$ cat src/rtl/sgcf_pkg.sv
// Types, constants and the coverage curve of the glyph coverage filter.
`default_nettype none

package sgcf_pkg;

	localparam int ROW_W = 24;
	localparam int COL_W = 3;
	localparam int COV_W = 8;
	localparam int WIN_W = 7;

	localparam int MEAN_SUM_W = 10;
	localparam logic [9:0] DIV3_MUL = 10'd683;
	localparam int DIV3_SHIFT = 11;

	typedef logic [COV_W-1:0] cov_t;
	typedef logic [3:0] wsum_t;

	typedef enum logic [1:0] {
		MODE_GRAY  = 2'd0,
		MODE_RGB   = 2'd1,
		MODE_BGR   = 2'd2,
		MODE_SHARP = 2'd3
	} mode_t;

	function automatic cov_t coverage_curve(input wsum_t sum);
		cov_t cov;
		case (sum)
			4'd0: cov = 8'd0;
			4'd1: cov = 8'd40;
			4'd2: cov = 8'd85;
			4'd3: cov = 8'd125;
			4'd4: cov = 8'd160;
			4'd5: cov = 8'd190;
			4'd6: cov = 8'd214;
			4'd7: cov = 8'd234;
			4'd8: cov = 8'd247;
			default: cov = 8'd255;
		endcase
		return cov;
	endfunction

endpackage

`default_nettype wire

$ cat src/rtl/subpixel_glyph_coverage_filter.sv
// Subpixel glyph coverage filter: 1-2-3-2-1 window per subsample, curve lookup, mode routing.
//
// Usage:
//   Input channel (in_valid, in_stall, glyph_row, pixel_column) takes one glyph row and
//   a pixel column per transaction. Output channel (out_valid, out_stall, red_coverage,
//   green_coverage, blue_coverage) returns one coverage triple per input transaction.
//   Configuration channel (cfg_valid, cfg_ready, smoothing_mode) writes the mode
//   register; cfg_ready is always high. Write it only while the block is empty.
// Timing:
//   Two register stages: input register, then result register. The result register loads
//   from the input register, so each result passes through both registers before it can
//   be taken. Throughput is one transaction per cycle while out_stall is low, set by the
//   single filter pass between the two stages.
// Reset:
//   arst_n low empties both stages and sets the mode to gray.
// Stall:
//   A stalled result holds in the result register; the input register keeps filling
//   behind it, and in_stall rises only when both stages are full and out_stall is high.
`default_nettype none

module subpixel_glyph_coverage_filter #(
	parameter int GLYPH_WIDTH = 8
) (
	input  wire logic                          clk,
	input  wire logic                          arst_n,
	input  wire logic                          in_valid,
	output      logic                          in_stall,
	input  wire logic [sgcf_pkg::ROW_W-1:0]    glyph_row,
	input  wire logic [sgcf_pkg::COL_W-1:0]    pixel_column,
	output      logic                          out_valid,
	input  wire logic                          out_stall,
	output      logic [sgcf_pkg::COV_W-1:0]    red_coverage,
	output      logic [sgcf_pkg::COV_W-1:0]    green_coverage,
	output      logic [sgcf_pkg::COV_W-1:0]    blue_coverage,
	input  wire logic                          cfg_valid,
	output      logic                          cfg_ready,
	input  wire logic [1:0]                    smoothing_mode
);

	localparam int SUB = GLYPH_WIDTH * 3;
	localparam int EXT_W = (SUB + 4 > 28) ? SUB + 4 : 28;
	localparam int IDX_W = $clog2(EXT_W);

	function automatic sgcf_pkg::wsum_t window_sum(input logic [4:0] w);
		return 4'({3'b0, w[0]} + {2'b0, w[1], 1'b0} + {2'b0, w[2], w[2]}
			+ {2'b0, w[3], 1'b0} + {3'b0, w[4]});
	endfunction

	sgcf_pkg::mode_t mode_q;

	logic                         valid_s1;
	logic [sgcf_pkg::ROW_W-1:0]   row_s1;
	logic [sgcf_pkg::COL_W-1:0]   col_s1;

	logic                         valid_s2;
	sgcf_pkg::cov_t               red_s2;
	sgcf_pkg::cov_t               green_s2;
	sgcf_pkg::cov_t               blue_s2;

	logic adv_s1;
	logic adv_s2;

	logic [EXT_W-1:0]                ext;
	logic [4:0]                      base;
	logic [sgcf_pkg::WIN_W-1:0]      win;
	sgcf_pkg::cov_t                  cov_a;
	sgcf_pkg::cov_t                  cov_c;
	sgcf_pkg::cov_t                  cov_d;
	logic [sgcf_pkg::MEAN_SUM_W-1:0] cov_sum;
	logic [19:0]                     mean_prod;
	sgcf_pkg::cov_t                  mean;
	sgcf_pkg::cov_t                  red_d;
	sgcf_pkg::cov_t                  green_d;
	sgcf_pkg::cov_t                  blue_d;

	assign cfg_ready = 1'b1;
	assign adv_s2 = !valid_s2 || !out_stall;
	assign adv_s1 = !valid_s1 || adv_s2;
	assign in_stall = !adv_s1;

	assign out_valid = valid_s2;
	assign red_coverage = red_s2;
	assign green_coverage = green_s2;
	assign blue_coverage = blue_s2;

	// ext[j] holds subsample position j-2; positions outside the row read zero
	always_comb begin
		ext = '0;
		for (int j = 2; j < SUB + 2; j++) begin
			if (SUB + 1 - j < sgcf_pkg::ROW_W) begin
				ext[j] = row_s1[SUB + 1 - j];
			end
		end
	end

	assign base = 5'({2'b0, col_s1} * 5'd3);
	assign win = ext[IDX_W'(base) +: sgcf_pkg::WIN_W];

	assign cov_a = sgcf_pkg::coverage_curve(window_sum(win[4:0]));
	assign cov_c = sgcf_pkg::coverage_curve(window_sum(win[5:1]));
	assign cov_d = sgcf_pkg::coverage_curve(window_sum(win[6:2]));

	// divide by three through the reciprocal; exact for sums up to 765
	assign cov_sum = {2'b0, cov_a} + {2'b0, cov_c} + {2'b0, cov_d};
	assign mean_prod = {10'b0, cov_sum} * {10'b0, sgcf_pkg::DIV3_MUL};
	assign mean = mean_prod[sgcf_pkg::DIV3_SHIFT +: sgcf_pkg::COV_W];

	always_comb begin
		unique case (mode_q)
			sgcf_pkg::MODE_RGB: begin
				red_d = cov_a;
				green_d = cov_c;
				blue_d = cov_d;
			end
			sgcf_pkg::MODE_BGR: begin
				red_d = cov_d;
				green_d = cov_c;
				blue_d = cov_a;
			end
			default: begin
				red_d = mean;
				green_d = mean;
				blue_d = mean;
			end
		endcase
	end

	always_ff @(posedge clk or negedge arst_n) begin
		if (!arst_n) begin
			mode_q <= sgcf_pkg::MODE_GRAY;
			valid_s1 <= 1'b0;
			valid_s2 <= 1'b0;
		end else begin
			if (cfg_valid && cfg_ready) begin
				mode_q <= sgcf_pkg::mode_t'(smoothing_mode);
			end
			if (adv_s1) begin
				valid_s1 <= in_valid;
			end
			if (adv_s2) begin
				valid_s2 <= valid_s1;
			end
		end
	end

	always_ff @(posedge clk) begin
		if (adv_s1 && in_valid) begin
			row_s1 <= glyph_row;
			col_s1 <= pixel_column;
		end
		if (adv_s2 && valid_s1) begin
			red_s2 <= red_d;
			green_s2 <= green_d;
			blue_s2 <= blue_d;
		end
	end

endmodule

`default_nettype wire

$ cat config.mk
export PLATFORM = sky130hd
export DESIGN_NAME = subpixel_glyph_coverage_filter
export DESIGN_NICKNAME = d
export VERILOG_FILES = /design/src/rtl/sgcf_pkg.sv /design/src/rtl/subpixel_glyph_coverage_filter.sv
export SDC_FILE = /design/constraint.sdc
export NUM_CORES = 1
export LEC_CHECK = 0
export CAP_MARGIN = 20
export CORE_ASPECT_RATIO = 1.5
export CORE_UTILIZATION = 45
export CTS_CLUSTER_DIAMETER = 100
export DETAILED_ROUTE_END_ITERATION = 7
export DONT_BUFFER_PORTS = 1
export PLACE_DENSITY = 0.59
export SLEW_MARGIN = 20
export SYNTH_ARGS = -nofsm -noshare
export SYNTH_HDL_FRONTEND = slang
export SYNTH_SLANG_ARGS = --single-unit
$ cat constraint.sdc
create_clock -name clk -period 15.4 [get_ports clk]
set_input_delay 0.77 -clock clk [delete_from_list [all_inputs] [get_ports clk]]
set_output_delay 0.77 -clock clk [all_outputs]
set_load 0.03 [all_outputs]
==> flow_metrics.env, run 1 <==
export IMPL_tightest_slew_ns=1.124
export IMPL_setup_violations=0
export IMPL_hold_class="in2async"
export IMPL_crit_path_start="col_s1[0]$_DFFE_PP_"
export IMPL_crit_path_end_kind="flop"
export IMPL_rsz0062_at_grt="no"
export IMPL_h_tree_depth=2
export IMPL_antenna_cells=0
export IMPL_min_period_ns=11.52
export IMPL_start_util_pct=46.61
export IMPL_fin_setup_tns_ns=0
export IMPL_cp_required_ns=15.54
export IMPL_yosys_warnings=0
export IMPL_wl_um=12880
export IMPL_dpl_hpwl_um=10740
export IMPL_num_io_pins=61
export IMPL_reg2reg_from="col_s1[0]$_DFFE_PP_"
export IMPL_cp_slowest_cell="xnor2_1"
export IMPL_die_area_um2=13560
export IMPL_finalCritPeriodShare_pct=74.82
export IMPL_startpoint_type="flop"
export IMPL_syn_area_per_cell_um2=10.37
export IMPL_antenna_found_initial=0
export IMPL_synth_distinct_cells=54
export IMPL_first_global_vias=4336
export IMPL_hold_viol_final=0
export IMPL_first_pass_iters=4
export IMPL_insertion_delay_ns=0.30
export IMPL_hold_buffers=0
export IMPL_cts_sinks=55
export IMPL_slew_violations=0
export IMPL_async_flop_share_pct=7.273
export IMPL_ys_ff_latch=55
export IMPL_syn_to_final_growth_pct=5.268
export IMPL_crit_path_max_fanout=14
export IMPL_synth_top_flop_cell="edfxtp_1"
export IMPL_clkTransAtPathRegs_ns=0.07
export IMPL_drt_initial_drc_count=236
export IMPL_overflow=0
export IMPL_path_common_cell="inv_1"
export IMPL_maxCapViolCount=0
export IMPL_cts_root_buf="clkbuf_16"
export IMPL_core_area_um2=12640
export IMPL_drive_above_1_share_pct=7.335
export IMPL_slowest_delay_ns=0.91
export IMPL_worstPathArrival_ns=11.66
export IMPL_num_rows=50
export IMPL_postCtsSetupBuffers=0
export IMPL_synth_area_um2=5891
export IMPL_outcome="complete, no violations"
export IMPL_synth_edf_count=51
export IMPL_relSlewSlack_pct=24.54
export IMPL_synthesis_nets=720
export IMPL_dieWidth_um=95.42
export IMPL_fp_dieH_um=142.1
export IMPL_drc=0
export IMPL_fmax_ghz=0.08679
export IMPL_ys_seq_area_share_pct=27.70
export IMPL_critical_path_class="reg2reg"
export IMPL_io_buffers=0
export IMPL_tritoncts="done"
export IMPL_cts_resized=0
export IMPL_track_usage_pct=20.47
export IMPL_vias_per_cell=5.906
export IMPL_fillers=1180
export IMPL_syn_instance_count=568
export IMPL_wl_per_cell_um=18.02
export IMPL_place_congestion=0.9343
export IMPL_vias=4223
export IMPL_grt_max_degree=33
export IMPL_cts_buffer_depth=2
export IMPL_ant_nets=0
export IMPL_nets=710
export IMPL_grt_first_pass_wirelength_um=20980
export IMPL_worst_clock_skew_ns=0.005646
export IMPL_cts_buffers=5
[metrics by stage]
stage                     std cells  util, %  area [um^2]  hold slack (ns)  setup slack (ns)
final                           715    49.07         6201           0.1527             3.878
after global routing            715    49.07         6201           0.1416             3.099
after CTS                       714    48.87         6176           0.1488             3.431
after detailed placement        706    47.54         6008           0.4733             3.481
after global placement          706    47.54         6008           0.4534             3.679
after floorplan                 568        -         5891           0.4434             5.530
[logic make-up after synthesis]
group / synth area share [%]
compound gates: 15.46
xor+xnor: 2.974
fa+ha+maj: 29.40
buf+inv: 6.924
flops: 27.70
mux: 10.13
other cells: 0.06366
simple gates: 7.349
[state kept, by name, summed over array words and instances, names as in the netlist]
signal / count
blue_coverage: 8
out_valid: 1
row_s1: 24
red_coverage: 8
green_coverage: 8
col_s1: 3
mode_q: 2
valid_s1: 1
[metal layers]
metal  vias up  global-route usage, %  wire, um
li1       2001                      -         -
met1      2076                  21.16      4857
met2       111                  38.72      7168
met3        35                  2.885       292
met4         0                  10.68       562
met5         -                      0         0
[synthesized netlist by cell type, drive strengths merged (2+ instances only)]
master  count  share of area (%)
dfrtp       4                1.7
a311o       2               0.34
a21boi      6               0.76
and3        5               0.53
nor3        2               0.17
o21ai      32                2.8
o21a        6               0.76
buf         8               0.74
a221oi      6               0.89
fa         34                 12
inv        87                5.5
a221o       4               0.68
nand2b      5               0.53
o22a        2               0.30
clkbuf     10               0.64
mux2i      18                3.1
nand2      36                2.3
a211oi      6               0.85
nand4       3               0.32
o21bai      4               0.51
xor2        8                1.2
or2         6               0.64
mux2        5               0.96
ha         84                 18
a22o        2               0.30
nor2       22                1.4
a21o       16                2.0
edfxtp     51                 26
mux4       16                6.1
xnor2      12                1.8
a22oi       5               0.64
nand3       5               0.42
nor2b       5               0.53
a21oi      35                3.0
[cell usage in the layout, fill, tap and decap left out, types with 5 or more instances in the layout]
master	synthesis	final
a211oi_1	5	5
a21boi_0	6	5
a21o_1	16	16
a21oi_1	35	35
a221oi_1	6	6
a22oi_1	5	5
and3_1	5	5
clkbuf_16	0	5
edfxtp_1	51	51
fa_1	34	34
ha_1	84	83
inv_1	87	87
mux2_2	5	5
mux2i_1	18	18
mux4_2	16	16
nand2_1	36	36
nand2b_1	5	5
nand3_1	5	5
nor2_1	22	22
nor2b_1	5	5
o21a_1	6	6
o21ai_0	31	31
or2_2	6	6
xnor2_1	12	12
xor2_1	8	8
[worst max-delay path: cells and delay by family (launching register included)]
| family | cells | cell delay [ns] |
|---|---|---|
| fa+ha+maj | 13 | 5.13 |
| compound gates | 11 | 2.68 |
| xor+xnor | 2 | 1.26 |
| buf+inv | 12 | 0.94 |
| flops | 1 | 0.67 |
| simple gates | 5 | 0.66 |
[area by class of cell]
cell class | count | area, um^2 | area share, %
Clock inverter | 2 | 38.79 | 0.6255
Tap cell | 156 | 195.2 | 3.148
Sequential cell | 55 | 1632 | 26.31
Clock buffer | 6 | 128.9 | 2.078
Timing Repair Buffer | 1 | 15.01 | 0.2421
Multi-Input combinational cell | 408 | 3865 | 62.33
Inverter | 87 | 326.6 | 5.266
[worst paths after layout]
kind / endpoint / slack [ns] / cells after the start
hold reg to reg: out_valid$_DFFE_PN0P_ / 0.49 / 1
setup reg to reg: red_coverage[3]$_DFFE_PP_ / 3.88 / 43
hold / removal: mode_q[1]$_DFFE_PN0P_ / 0.15 / 0
min in group clk: out_valid$_DFFE_PN0P_ / 0.49 / 1
setup / recovery: red_coverage[3]$_DFFE_PP_ / 3.88 / 43
max in group asynchronous: out_valid$_DFFE_PN0P_ / 15.18 / 0
Power of run 1 is not shown: default switching activity piles up to over one toggle a cycle in this logic, so the estimate is an artifact.
==> run 2: changes to the inputs <==
Clock period 15.4 ns to 11.9 ns, I/O delays scaled along.
==> flow_metrics.env, run 2 (synthesized netlist as in run 1, its figures left out) <==
export IMPL_cts_root_buf="clkbuf_16"
export IMPL_slowest_delay_ns=0.62
export IMPL_num_rows=50
export IMPL_rrSetupSlack_ns=1.19
export IMPL_worst_clock_skew_ns=0.009401
export IMPL_drc=0
export IMPL_final_cells=720
export IMPL_cp_depth=41
export IMPL_relSlewSlack_pct=28.58
export IMPL_insertion_delay_ns=0.31
export IMPL_antenna_cells=0
export IMPL_tightest_slew_ns=1.071
export IMPL_maxCapViolCount=0
export IMPL_core_area_um2=12640
export IMPL_cts_resized=0
export IMPL_grt_max_degree=33
export IMPL_vias=4232
export IMPL_largest_reg_flops=24
export IMPL_r2r_cells=41
export IMPL_h_tree_depth=2
export IMPL_fin_setup_tns_ns=0
export IMPL_tritoncts="done"
export IMPL_dp_slack_ns=1.160
export IMPL_finalCritPeriodShare_pct=90.03
export IMPL_antenna_found_initial=0
export IMPL_syn_to_final_growth_pct=5.777
export IMPL_fp_dieH_um=142.1
export IMPL_hold_buffers=1
export IMPL_reg2reg_from="col_s1[1]$_DFFE_PP_"
export IMPL_final_common_cell="inv_1"
export IMPL_wl_per_cell_um=18.17
export IMPL_first_pass_iters=5
export IMPL_clkTransAtPathRegs_ns=0.07
export IMPL_vias_per_cell=5.878
export IMPL_worstPathArrival_ns=10.78
export IMPL_drt_initial_drc_count=193
export IMPL_rsz0062_at_grt="no"
export IMPL_slew_violations=0
export IMPL_path_common_cell="inv_1"
export IMPL_hold_viol_final=0
export IMPL_regMostFlops="row_s1"
export IMPL_drive_above_1_share_pct=7.801
export IMPL_layout_setup_ws_ns=1.187
export IMPL_die_area_um2=13560
export IMPL_dieWidth_um=95.42
export IMPL_cts_buffer_depth=2
export IMPL_cp_required_ns=11.97
export IMPL_io_buffers=0
export IMPL_crit_path_max_fanout=18
export IMPL_overflow=0
export IMPL_nets=715
export IMPL_crit_path_end_kind="flop"
export IMPL_num_io_pins=61
export IMPL_ant_nets=0
export IMPL_cp_endpoint="blue_coverage[4]$_DFFE_PP_"
export IMPL_wl_um=13080
export IMPL_critical_path_class="reg2reg"
export IMPL_path_buf_inv=11
export IMPL_hold_class="in2reg"
export IMPL_fmax_ghz=0.09334
export IMPL_dpl_hpwl_um=11040
export IMPL_startpoint_type="flop"
export IMPL_utilization_pct=49.31
export IMPL_worstReg2RegEnd="blue_coverage[4]$_DFFE_PP_"
export IMPL_cts_buffers=5
export IMPL_min_period_ns=10.71
export IMPL_track_usage_pct=20.55
export IMPL_dpl_cell_count=711
export IMPL_crit_path_start="col_s1[1]$_DFFE_PP_"
export IMPL_postCtsSetupBuffers=0
export IMPL_final_cell_mix="inv_1 (87), ha_1 (84), edfxtp_1 (51)"
export IMPL_cp_slowest_cell="ha_1"
export IMPL_start_util_pct=46.61
export IMPL_path_delay_family="adder cells"
export IMPL_cts_sinks=55
export IMPL_grt_first_pass_wirelength_um=21080
export IMPL_first_global_vias=4381
export IMPL_setup_violations=0
export IMPL_outcome="complete, no violations"
export IMPL_place_congestion=0.8438
==> run 2: cell types whose count changed in the layout (fill, tap and decap cells not counted), sizes merged <==
cell,delta
dlygate4sd3,+1
buf,+4
==> run 2: cell type report <==
cell class / count / area (um^2)
Clock buffer: 6 / 128.9
Fill cell: 1160 / 6406
Sequential cell: 55 / 1632
Timing Repair Buffer: 6 / 47.55
Tap cell: 156 / 195.2
Inverter: 87 / 326.6
Multi-Input combinational cell: 408 / 3862
Clock inverter: 2 / 38.79
==> run 2: worst min path at each step <==
stage / cells after the start / from / slack (ns) / to
floorplan: 0 / arst_n / 0.30 / mode_q[0]$_DFFE_PN0P_
global placement: 0 / arst_n / 0.30 / valid_s1$_DFFE_PN0N_
detailed placement: 0 / arst_n / 0.30 / mode_q[1]$_DFFE_PN0P_
CTS: 0 / glyph_row[18] / 0.38 / row_s1[18]$_DFFE_PP_
global route: 1 / cfg_valid / 0.37 / mode_q[0]$_DFFE_PN0P_
finish: 1 / cfg_valid / 0.38 / mode_q[0]$_DFFE_PN0P_
==> run 2: through the flow <==
step	hold slack (ns)	area [um^2]
floorplan	0.2994	5891
global placement	0.2995	6046
detailed placement	0.2995	6046
CTS	0.3809	6223
global route	0.3750	6231
finish	0.3802	6231
==> run 2: routing by layer <==
layer	global-route usage [%]	part of all wire (%)	wire, um	up-vias
li1	-	-	-	2006
met1	20.30	36	4686	2095
met2	40.38	58	7524	92
met3	2.618	2.3	301	39
met4	10.13	4.4	572	0
met5	0	0	0	-
Power of run 2 is left out for the same reason.
==> run 3: changes to the inputs <==
Settings changed: REMOVE_ABC_BUFFERS set to 1.
==> flow_metrics.env, run 3 (synthesized netlist as in run 1, its figures left out) <==
export IMPL_hold_viol_final=0
export IMPL_cp_required_ns=11.91
export IMPL_relSlewSlack_pct=28.07
export IMPL_dieWidth_um=95.42
export IMPL_antenna_found_initial=1
export IMPL_path_common_cell="inv_1"
export IMPL_regMostFlops="row_s1"
export IMPL_drive_above_1_share_pct=7.815
export IMPL_first_global_vias=4400
export IMPL_multi_input_area_um2=3862
export IMPL_core_area_um2=12640
export IMPL_hold_path_startpoint="glyph_row[19]"
export IMPL_first_pass_iters=4
export IMPL_wl_um=13290
export IMPL_fillers=1177
export IMPL_nets=714
export IMPL_io_buffers=0
export IMPL_overflow=0
export IMPL_syn_to_final_growth_pct=5.331
export IMPL_outcome="complete, no violations"
export IMPL_place_congestion=0.8904
export IMPL_maxCapViolCount=0
export IMPL_crit_path_start="col_s1[1]$_DFFE_PP_"
export IMPL_cts_buffer_depth=2
export IMPL_dpl_hpwl_um=11160
export IMPL_cts_buffers=5
export IMPL_cp_slowest_cell="ha_1"
export IMPL_rsz0062_at_grt="no"
export IMPL_fin_setup_tns_ns=0
export IMPL_track_usage_pct=20.71
export IMPL_cts_root_buf="clkbuf_16"
export IMPL_start_util_pct=46.61
export IMPL_clkTransAtPathRegs_ns=0.07
export IMPL_utilization_pct=49.10
export IMPL_hold_ws_ns=0.3809
export IMPL_path_buf_inv=11
export IMPL_vias=4186
export IMPL_crit_path_end_kind="flop"
export IMPL_fmax_ghz=0.09164
export IMPL_fp_dieH_um=142.1
export IMPL_vias_per_cell=5.822
export IMPL_path_delay_family="adder cells"
export IMPL_grt_max_degree=33
export IMPL_reg2reg_from="col_s1[1]$_DFFE_PP_"
export IMPL_grt_first_pass_wirelength_um=21010
export IMPL_min_period_ns=10.91
export IMPL_num_io_pins=61
export IMPL_tritoncts="done"
export IMPL_slew_violations=0
export IMPL_drt_initial_drc_count=172
export IMPL_finalCritPeriodShare_pct=91.70
export IMPL_antenna_cells=0
export IMPL_worst_clock_skew_ns=0.007120
export IMPL_worstPathArrival_ns=10.92
export IMPL_slowest_delay_ns=0.59
export IMPL_wl_per_cell_um=18.48
export IMPL_h_tree_depth=2
export IMPL_hold_class="in2reg"
export IMPL_setup_violations=0
export IMPL_startpoint_type="flop"
export IMPL_tightest_slew_ns=1.079
export IMPL_postCtsSetupBuffers=0
export IMPL_die_area_um2=13560
export IMPL_largest_reg_flops=24
export IMPL_cts_sinks=55
export IMPL_num_rows=50
export IMPL_final_cell_mix="inv_1 (87), ha_1 (84), edfxtp_1 (51)"
export IMPL_ff_latch_area_um2=1632
export IMPL_crit_path_max_fanout=19
export IMPL_drc=0
export IMPL_final_common_cell="inv_1"
export IMPL_insertion_delay_ns=0.31
export IMPL_ant_nets=0
export IMPL_critical_path_class="reg2reg"
run 3: worst paths after layout:
check                      cells past startpoint                         end  slack, ns
setup / recovery                              41  blue_coverage[7]$_DFFE_PP_       0.99
hold / removal                                 0        row_s1[19]$_DFFE_PP_       0.38
setup reg to reg                              41  blue_coverage[7]$_DFFE_PP_       0.99
hold reg to reg                                1       out_valid$_DFFE_PN0P_       0.49
max in group asynchronous                      1       mode_q[1]$_DFFE_PN0P_      11.18
min in group asynchronous                      1       out_valid$_DFFE_PN0P_       0.55
run 3: repair_timing:
| item | in CTS | in global routing |
|---|---|---|
| endpoints found under the setup margin | 0 | 0 |
| endpoints found under the hold margin | 4 | 0 |
| gates resized for setup | 0 | 0 |
| hold buffers | 1 | 0 |
run 3: layout make-up:
class / count / area share, %
clock buffers: 5 / 2.017
clock inverters: 3 / 0.3831
inverters: 87 / 5.263
multi-input cells: 408 / 62.25
flip-flops and latches: 55 / 26.30
well taps: 156 / 3.146
repair buffers: 5 / 0.6453
run 3: worst reg2reg max path, delay by kind of cell, from the launching register on:
kind | cells | cell delay (ns)
AO/OA/AOI/OAI | 10 | 2.40
XOR/XNOR | 2 | 0.64
adder cells (fa/ha/maj) | 12 | 4.89
buffers and inverters | 11 | 1.12
flip-flops | 1 | 0.42
multiplexers | 2 | 0.78
AND/OR/NAND/NOR | 4 | 0.39
run 3: metal layers:
layer / wire length [um] / global-route usage [%] / up-vias
met2: 7583 / 41.02 / 106
met4: 711 / 11.55 / 0
met5: 0 / 0 / -
met1: 4643 / 19.57 / 2027
li1: - / - / 2012
met3: 348 / 2.671 / 41
run 3: through the flow:
stage          cell area (um^2)  worst slack, ns  std cells
2_1_floorplan              5809           0.9738        550
3_3_place_gp               6038            1.344        710
3_5_place_dp               6038            1.054        710
4_1_cts                    6197            1.039        719
5_1_grt                    6205           0.2021        719
6_report                   6205           0.9874        719
Power of run 3 is left out for the same reason.
